--- config.mk ---
export PLATFORM = sky130hd
export DESIGN_NAME = ltsm_ram
export DESIGN_NICKNAME = d
export VERILOG_FILES = /design/src/sv/ltsm_ram.sv
export SDC_FILE = /design/constraint.sdc
export NUM_CORES = 1
export LEC_CHECK = 0
export ABC_AREA = 1
export ABC_CLOCK_PERIOD_IN_PS = 1800
export CORE_MARGIN = 10
export CORE_UTILIZATION = 51
export DETAILED_ROUTE_END_ITERATION = 10
export DONT_BUFFER_PORTS = 1
export PLACE_DENSITY = 0.7
export SLEW_MARGIN = 40
export SYNTH_ARGS = -nofsm -noshare
export SYNTH_HDL_FRONTEND = slang
export SYNTH_SLANG_ARGS = --single-unit
export TNS_END_PERCENT = 50
--- constraint.sdc ---
create_clock -name clk_i -period 1.8 [get_ports clk_i]
set_clock_uncertainty 0.15 [all_clocks]
set_input_delay 0.18 -clock clk_i [delete_from_list [all_inputs] [get_ports clk_i]]
set_output_delay 0.18 -clock clk_i [all_outputs]
set_load 0.01 [all_outputs]
--- src/sv/ltsm_ram.sv ---
// Generic simple dual-port RAM: one write port, one read port, registered read.
// No dependencies.
`timescale 1ns / 1ps

module ltsm_ram #(
  parameter int WIDTH = 8,
  parameter int DEPTH = 16
) (
  input  logic                     clk_i,
  input  logic                     we_i,
  input  logic [$clog2(DEPTH)-1:0] waddr_i,
  input  logic [WIDTH-1:0]         wdata_i,
  input  logic [$clog2(DEPTH)-1:0] raddr_i,
  output logic [WIDTH-1:0]         rdata_o
);

  logic [WIDTH-1:0] mem_q [DEPTH];

  // Write and registered read
  always_ff @(posedge clk_i) begin
    if (we_i) begin
      mem_q[waddr_i] <= wdata_i;
    end
    rdata_o <= mem_q[raddr_i];
  end

endmodule

==> results.py <==
metrics = {
    "run_status": {
        "run_status": "finished with violations",
        "violations": "hold timing",
    },
    "synth": {
        "yosysSeqAreaShare_pct": 69.43,
        "ys_ff_latch": 136,
        "synth_cells": 551,
        "synth_area_leaders": "edfxtp_1 67%, nand2_1 11%, nand3_1 8.4%, inv_1 6.5%, dfxtp_1 2.8%",
        "synth_area_per_cell_um2": 10.47,
        "synth_fp_nets": 569,
        "yosysTopAreaCellShare_pct": 66.65,
        "synth_cell_types": 12,
        "synthesis.area_mm2": 0.005767,
        "yosys_warnings": 0,
        "yosysTopAreaCell": "edfxtp_1",
    },
    "worst_setup_path": {
        "worst-path-max-fanout": 1,
        "arrival_ps": 1780,
        "start_kind": "flip-flop",
        "timing.rr.end": "rdata_o[5]$_DFF_P_",
        "rr_worst_depth": 7,
        "r2r_start": "mem_q[8][5]$_DFFE_PP_",
        "critPathKind": "flip-flop to flip-flop",
        "critPathRequiredTime_ps": 1960,
        "worstSetupEndpointType": "flip-flop",
        "reg2reg_slack_ps": 180,
    },
    "sta": {
        "final-setup-viol-count": 0,
        "slew_violations": 0,
        "slew_headroom_pct": 45.90,
        "worst_pin_slew_ps": 808.9,
        "rsz0062_at_grt": "false",
        "fin_crit_ps": 1618,
        "post-route-period-util_pct": 89.89,
        "setup_tns_ps": 0,
        "whs_ps": -1.674,
        "max_freq_ghz": 0.6181,
        "hold_violations": 1,
        "setup_ws_ps": 182.1,
    },
    "final_layout": {
        "area_growth_pct": 16.73,
        "fillers": 905,
        "finish.utilization_pct": 61.56,
        "final_common_cell": "nand2_1",
        "drive_gt1_share_pct": 7.757,
        "seq_area_mm2": 0.004004,
        "antennaDiodeCount": 0,
        "nNetsFinal": 599,
        "multi_input_area_mm2": 0.001214,
        "layout.cells.most_common_list": "173 x nand2_1, 128 x edfxtp_1, 100 x inv_1, 97 x nand3_1",
    },
    "cts": {
        "cts_root_buf": "clkbuf_16",
        "cts_buffer_depth": 2,
        "clkSinkCount": 136,
        "cts_tree": "built",
        "clkLatencyLatePin_ps": 420,
        "numCtsBuffers": 17,
        "h-tree-depth": 4,
        "cts.clk_slew.worst_paths_ps": 60,
    },
    "floorplanning": {
        "die_h_um": 126.3,
        "start_util_pct": 52.73,
        "core-area_mm2": 0.01094,
        "io-pin-count": 26,
        "fp.dieW_um": 126.3,
        "die-area_mm2": 0.01596,
        "num_rows": 38,
    },
    "power_and_ir_drop": {
        "powerDensity_mw_per_mm2": 1128,
        "peakVddDrop_v": 0.001211,
        "leakagePower_nw": 2.893,
    },
    "global_route": {
        "antenna_found_initial": 0,
        "grt_usage_pct": 16.64,
        "grt_pass1_vias": 3808,
        "grt_max_degree": 50,
        "grt_overflow_total": 0,
        "grt_pass1_wl_um": 20560,
    },
    "hold_path": {
        "hp-start": "raddr_i[0]",
        "hold_end": "rdata_o[3]$_DFF_P_",
        "min_path_cells": 6,
        "hp-class": "primary input to flip-flop",
    },
    "placement": {
        "io_buffers": 0,
        "gp_congestion": 0.8649,
        "dp_slack_ps": 413.3,
        "hpwl_um": 7639,
    },
    "routing": {
        "drc": 0,
        "ant_nets": 0,
        "num_vias": 3831,
        "vias_per_cell": 5.226,
        "first_iter_violations": 372,
        "drt_pass1_iterations": 5,
        "wl_um": 12960,
        "avgRoutedWirePerCell_um": 17.68,
    },
    "run": {
        "maxCapViolCount": 0,
    },
}
critical path, stage by stage, from the launching register on:
cell	delay [ps]
edfxtp_1	350
inv_1	60
nand2_1	50
nand3_1	90
nand3_1	110
nand3_1	110
dlygate4sd3_1	550
nand2_1	40
cells by family after synthesis:
| logic type | after synthesis | share of synthesized area (%) |
|---|---|---|
| AND/OR/NAND/NOR | 289 | 21.05 |
| flip-flops | 136 | 69.43 |
| buffers and inverters | 126 | 9.525 |
where the power goes:
group	internal (W)	leakage, nW	switching (W)
logic	0.000126	1.37	0.000261
clock network	0.00242	0.296	0.00120
registers	0.00354	1.22	0.0000357
total	0.00610	2.89	0.00150
final cells by class:
type	instances	area share, %
sequential	136	59.48
multi-input combinational	289	18.03
clock buffer	20	6.487
inverter	102	5.688
timing repair buffer	35	5.056
clock inverter	11	2.658
tap	140	2.602
metrics by stage:
step	std cells	hold slack [ps]	total power, W	cell area (µm²)
after floorplan	551	128.9	0.003883	5767
after global placement	685	130.1	0.003913	5936
after detailed placement	685	130.1	0.003922	5936
after CTS	733	1.069	0.007629	6731
after global routing	733	24.51	0.007827	6731
final	733	-1.674	0.007592	6731
state kept, by name (all words and copies together), names as in the netlist:
register  count
mem_q       128
rdata_o       8
layer usage:
| metal | vias to the layer above | global-route usage [%] | wire length (µm) |
|---|---|---|---|
| met4 | 0 | 6.430 | 235 |
| met2 | 148 | 27.42 | 6365 |
| li1 | 1831 | - | - |
| met3 | 22 | 5.331 | 1140 |
| met1 | 1830 | 19.93 | 5217 |
| met5 | - | 0 | 0 |
what timing repair did:
item | CTS | global route
hold buffers | 17 | 0
endpoints found under the hold margin | 137 | 0
buffers inserted | 0 | 0
gates resized for setup | 0 | 0
Yosys cell counts, drive strengths merged:
cell type and count:
nand3 97, buf 24, nand3b 2, nand2 173, dfxtp 8, inv 102
edfxtp 128, nor2 17
how the worst max path moves through the flow:
stage                                startpoint                     end  slack [ps]  depth (start not counted)
after floorplan                      waddr_i[2]  mem_q[10][0]$_DFFE_PP_         520                          2
after global placement               raddr_i[0]      rdata_o[6]$_DFF_P_         430                          7
after detailed placement             raddr_i[1]      rdata_o[6]$_DFF_P_         410                          5
after CTS                 mem_q[8][5]$_DFFE_PP_      rdata_o[5]$_DFF_P_         160                          7
after global routing      mem_q[9][5]$_DFFE_PP_      rdata_o[5]$_DFF_P_          90                          7
final                     mem_q[8][5]$_DFFE_PP_      rdata_o[5]$_DFF_P_         180                          7
Power figures use the tool's default switching activity.
