===== src/sv/ltsm_pkg.sv =====
// Shared types, sizes and float helpers for the linear term sort/merge block.
// No dependencies; the front, back, adder, top level and testbench import this package.
`timescale 1ns / 1ps

package ltsm_pkg;

  // Buffer capacity and derived index widths
  localparam int MAX_TERMS = 64;
  localparam int AW        = $clog2(MAX_TERMS);
  localparam int CW        = $clog2(MAX_TERMS + 1);

  // Fixed field widths
  localparam int VAR_W  = 20;
  localparam int COEF_W = 64;

  // Double-precision layout
  localparam int EXP_W  = 11;
  localparam int FRAC_W = 52;

  // Default NaN produced by an invalid add
  localparam logic [COEF_W-1:0] DEFAULT_NAN = 64'hFFF8_0000_0000_0000;

  typedef struct packed {
    logic [VAR_W-1:0]  var_index;
    logic [COEF_W-1:0] coef_bits;
    logic              last_input;
  } in_item_t;

  typedef struct packed {
    logic [VAR_W-1:0]  out_var;
    logic [COEF_W-1:0] out_coef_bits;
    logic              last_output;
    logic              none_left;
    logic              was_rebuilt;
    logic              overflowed;
  } out_item_t;

  // One stored term
  typedef struct packed {
    logic [VAR_W-1:0]  var_index;
    logic [COEF_W-1:0] coef;
  } term_t;

  // Closed set handed from front to back
  typedef struct packed {
    logic [CW-1:0] count;
    logic          ovf;
  } job_t;

  function automatic logic coef_is_nan(input logic [COEF_W-1:0] c);
    coef_is_nan = (&c[62:52]) && (|c[51:0]);
  endfunction

  function automatic logic [COEF_W-1:0] coef_quiet(input logic [COEF_W-1:0] c);
    coef_quiet = coef_is_nan(c) ? (c | 64'h0008_0000_0000_0000) : c;
  endfunction

  function automatic logic coef_nonzero(input logic [COEF_W-1:0] c);
    coef_nonzero = |c[62:0];
  endfunction

endpackage


===== src/sv/ltsm_front.sv =====
// Front part: accepts terms, fills the raw term buffer, closes a set into the job slot.
// Depends on ltsm_pkg.
`timescale 1ns / 1ps

module ltsm_front import ltsm_pkg::*; (
  input  logic          clk_i,
  input  logic          rst_ni,
  input  logic          push_i,
  input  in_item_t      in_item_i,
  output logic          full_o,
  output logic          raw_we_o,
  output logic [AW-1:0] raw_waddr_o,
  output term_t         raw_wdata_o,
  output logic          job_valid_o,
  output job_t          job_o,
  input  logic          job_done_i
);

  logic [CW-1:0] cnt_q;
  logic          ovf_q;
  logic          job_valid_q;
  job_t          job_q;

  logic          accept;
  logic          has_room;
  logic [CW-1:0] cnt_next;
  logic          ovf_next;

  assign accept   = push_i && !job_valid_q;
  assign has_room = cnt_q < CW'(MAX_TERMS);
  assign cnt_next = has_room ? (cnt_q + CW'(1)) : cnt_q;
  assign ovf_next = ovf_q || !has_room;

  // Store the term while there is room
  assign raw_we_o    = accept && has_room;
  assign raw_waddr_o = cnt_q[AW-1:0];
  assign raw_wdata_o = '{var_index: in_item_i.var_index, coef: in_item_i.coef_bits};

  assign full_o      = job_valid_q;
  assign job_valid_o = job_valid_q;
  assign job_o       = job_q;

  // Count terms and hand a closed set to the back part
  always_ff @(posedge clk_i or negedge rst_ni) begin
    if (!rst_ni) begin
      cnt_q       <= '0;
      ovf_q       <= 1'b0;
      job_valid_q <= 1'b0;
    end else begin
      if (job_done_i) begin
        job_valid_q <= 1'b0;
      end
      if (accept) begin
        if (in_item_i.last_input) begin
          job_valid_q <= 1'b1;
          job_q       <= '{count: cnt_next, ovf: ovf_next};
          cnt_q       <= '0;
          ovf_q       <= 1'b0;
        end else begin
          cnt_q <= cnt_next;
          ovf_q <= ovf_next;
        end
      end
    end
  end

endmodule


===== config.mk =====
export PLATFORM = sky130hd
export DESIGN_NAME = ltsm_front
export DESIGN_NICKNAME = d
export VERILOG_FILES = /design/src/sv/ltsm_pkg.sv /design/src/sv/ltsm_front.sv
export SDC_FILE = /design/constraint.sdc
export NUM_CORES = 1
export LEC_CHECK = 0
export ABC_AREA = 1
export BUFFER_PORTS_ARGS = -buffer_cell sky130_fd_sc_hd__clkbuf_2
export CELL_PAD_IN_SITES_DETAIL_PLACEMENT = 0
export CELL_PAD_IN_SITES_GLOBAL_PLACEMENT = 2
export CORE_MARGIN = 2
export CORE_UTILIZATION = 16
export CTS_BUF_LIST = sky130_fd_sc_hd__clkbuf_2 sky130_fd_sc_hd__clkbuf_4 sky130_fd_sc_hd__clkbuf_8
export DETAILED_ROUTE_END_ITERATION = 7
export PLACE_DENSITY_LB_ADDON = 0.1
export RECOVER_POWER = 25
export SLEW_MARGIN = 20
export SYNTH_ARGS = -nofsm -noshare
export SYNTH_HDL_FRONTEND = slang
export SYNTH_SLANG_ARGS = --single-unit

===== constraint.sdc =====
create_clock -name clk_i -period 2 [get_ports clk_i]
set_clock_uncertainty 0.1 [all_clocks]
set_input_delay 0.2 -clock clk_i [delete_from_list [all_inputs] [get_ports clk_i]]
set_output_delay 0.2 -clock clk_i [all_outputs]
set_load 0.005 [all_outputs]

==> impl_metrics.sql <==
INSERT INTO impl_metrics (metric_group, metric, value, unit) VALUES
('outcome', 'status', 'finished, final reports clean', ''),
('cts', 'cts_post_setup_buffers_inserted', '0', ''),
('power_and_ir_drop', 'power.share.clock', '33.5', '%'),
('placed_design', 'buffer_ports.inserted', '21', ''),
('sta', 'number_of_hold_slack_violations_in_the_final_timing_report', '0', ''),
('cts', 'clock_insertion_delay_worst_skew', '0.26', 'ns'),
('sta', 'setup_viol', '0', ''),
('sta', 'fmax', '700', 'MHz'),
('route', 'drt_first_pass_iters', '3', ''),
('sta', 'min_period_over_period', '71.4', '%'),
('cts', 'ctsHoldBuffers', '1', ''),
('final_layout', 'commonest_non_fill_non_tap_cell_in_the_layout', 'sky130_fd_sc_hd__nand2_1', ''),
('route', 'wl_met1', '1.16', 'mm'),
('final_layout', 'layout.area.seq', '465', 'um^2'),
('hold_path', 'hp_class', 'primary input to flip-flop', ''),
('placed_design', 'dpl-instance-area', '1040', 'um^2'),
('setup_path', 'timing.critical_path.max_delay_family', 'flip-flops', ''),
('power_and_ir_drop', 'p_per_area', '752', 'nW/um^2'),
('route', 'routed-via-count', '757', ''),
('cts', 'number_of_buffers_created_by_cts', '3', ''),
('route', 'top_signal_layer_used', 'met4', ''),
('power_and_ir_drop', 'p_leak', '0.505', 'nW'),
('sta', 'hold_slack', '0.0237', 'ns'),
('setup_path', 'timing.critical_path.arrival', '1.13', 'ns'),
('setup_path', 'setup.worst_path.start_class', 'flip-flop', ''),
('final_layout', 'fill_cells', '1074', ''),
('floorplanning', 'initial_core_util', '16.2', '%'),
('final_layout', 'final_net_count', '204', ''),
('route', 'drt-vias-per-instance', '3.38', ''),
('setup_path', 'crit_slowest_cell', 'sky130_fd_sc_hd__dfrtp_1', ''),
('cts', 'cts_sinks', '17', ''),
('setup_path', 'worst_setup_ep_type', 'output pin', ''),
('floorplanning', 'placeableCoreArea', '9110', 'um^2'),
('floorplanning', 'die-area', '10000', 'um^2'),
('power_and_ir_drop', 'switchingPower', '244', 'uW'),
('yosys', 'post_synth_inst_count', '177', ''),
('final_layout', 'layout.cells.non_filler', '224', ''),
('grt', 'grt.overflow.total', '0', ''),
('sta', 'timing.max_slew.rel_slack', '76.3', '%'),
('setup_path', 'crit_required', '1.70', 'ns'),
('route', 'route.met2.wl', '1.79', 'mm'),
('floorplanning', 'design.portCount', '190', ''),
('final_layout', 'final_util', '12.1', '%'),
('route', 'detail_route.drc_violations', '0', ''),
('setup_path', 'worstPathCellList', 'inv_1 > nand2_2 > nor2_1 > clkbuf_2', ''),
('route', 'wl', '3.68', 'mm'),
('yosys', 'postSynthRegisterBits', '17', ''),
('route', 'wl_met3', '552', 'um'),
('yosys', 'syn_area', '1480', 'um^2'),
('final_layout', 'n_antenna_cell', '0', ''),
('setup_path', 'crit_fanout', '8', ''),
('power_and_ir_drop', 'post-layout-total-power', '828', 'uW'),
('power_and_ir_drop', 'seq_power_share', '50.1', '%'),
('placed_design', 'dpl.cell_count', '219', ''),
('yosys', 'mappedNetlistNets', '267', ''),
('setup_path', 'critical_path_class', 'flip-flop to output pin', ''),
('final_layout', 'drive_gt1_share', '30.1', '%'),
('floorplanning', 'die_y', '100', 'um'),
('sta', 'rsz0062_at_grt', 'no', ''),
('sta', 'fin_setup_tns', '0', 'ns'),
('placed_design', 'worst_setup_timing_slack_at_the_placement_stage', '0.554', 'ns'),
('grt', 'gr-usage-all-layers', '7.32', '%'),
('grt', 'first_global_vias', '833', ''),
('final_layout', 'final_cell_area', '1100', 'um^2'),
('final_layout', 'multi_input_comb_area', '258', 'um^2'),
('cts', 'cts_repair_resize_count', '0', ''),
('grt', 'grt_first_pass_wirelength', '5.44', 'mm'),
('placed_design', 'globalplace.congestion', '0.620', ''),
('sta', 'worst_slack', '0.571', 'ns'),
('yosys', 'synth.lib_cells_used.distinct', '22', ''),
('route', 'first_iter_violations', '20', '');
[Yosys cell counts (all sizes together)]
cell type / number / share of area (%)
a21oi: 2 / 0.68
and2: 1 / 0.42
buf: 92 / 47
clkinv: 2 / 0.85
dfrtp: 9 / 15
edfxtp: 8 / 16
ha: 1 / 0.85
inv: 13 / 3.3
nand2: 31 / 8.7
nand3: 2 / 0.68
nand3b: 1 / 0.51
nand4: 1 / 0.42
nor2: 7 / 2.6
o21ai: 5 / 1.7
o22ai: 2 / 0.85
[final timing paths]
check	start	to	slack, ns	depth (start not counted)
worst min register to register	ovf_q	ovf_q	0.43	2
max in group asynchronous	rst_ni	cnt_q[6]	1.33	3
min in group asynchronous	rst_ni	full_o	0.32	3
worst max-delay path	full_o	raw_we_o	0.57	4
worst max register to register	cnt_q[0]	job_o[5]	0.59	6
worst min-delay path	job_done_i	full_o	0.02	2
[flip-flops by register name, summed over array words and instances (netlist names)]
| register | count |
|---|---|
| job_o | 8 |
| ovf_q | 1 |
| cnt_q | 7 |
| full_o | 1 |
[worst register-to-register path, delay by kind of cell (launching register included)]
kind | cells | cell delay, ns
fa+ha+maj | 1 | 0.23
simple gates | 5 | 0.40
flops | 1 | 0.44
[final cells by class]
cell class / instances / area share [%]
Sequential cell: 17 / 42.3
Clock buffer: 3 / 3.75
Clock inverter: 1 / 0.455
Multi-Input combinational cell: 53 / 23.4
Timing Repair Buffer: 24 / 11.8
Tap cell: 111 / 12.6
Inverter: 15 / 5.57
[power groups by stage]
stage	Clock [mW]	Sequential (mW)	Combinational (mW)
4_1_cts	0.290	0.415	0.143
3_3_place_gp	0	0.422	0.147
5_1_grt	0.306	0.419	0.157
6_report	0.278	0.415	0.135
3_5_place_dp	0	0.423	0.140
2_1_floorplan	0	0.417	0.232
[routing by layer]
| metal | up-vias | track usage [%] |
|---|---|---|
| met1 | 335 | 6.84 |
| met3 | 28 | 4.87 |
| met2 | 69 | 11.8 |
| met5 | - | 0 |
| met4 | 0 | 4.53 |
| li1 | 325 | - |
[kinds of logic after synthesis]
| kind of cell | after synthesis | share of synthesized area, % |
|---|---|---|
| buffers and inverters | 107 | 51.1 |
| DFF | 17 | 31.5 |
| AOI/OAI and AO/OA | 9 | 3.21 |
| and+or+nand+nor | 43 | 13.4 |
| adders and majority gates | 1 | 0.846 |
Note: power is estimated with default switching activity, not from simulation.
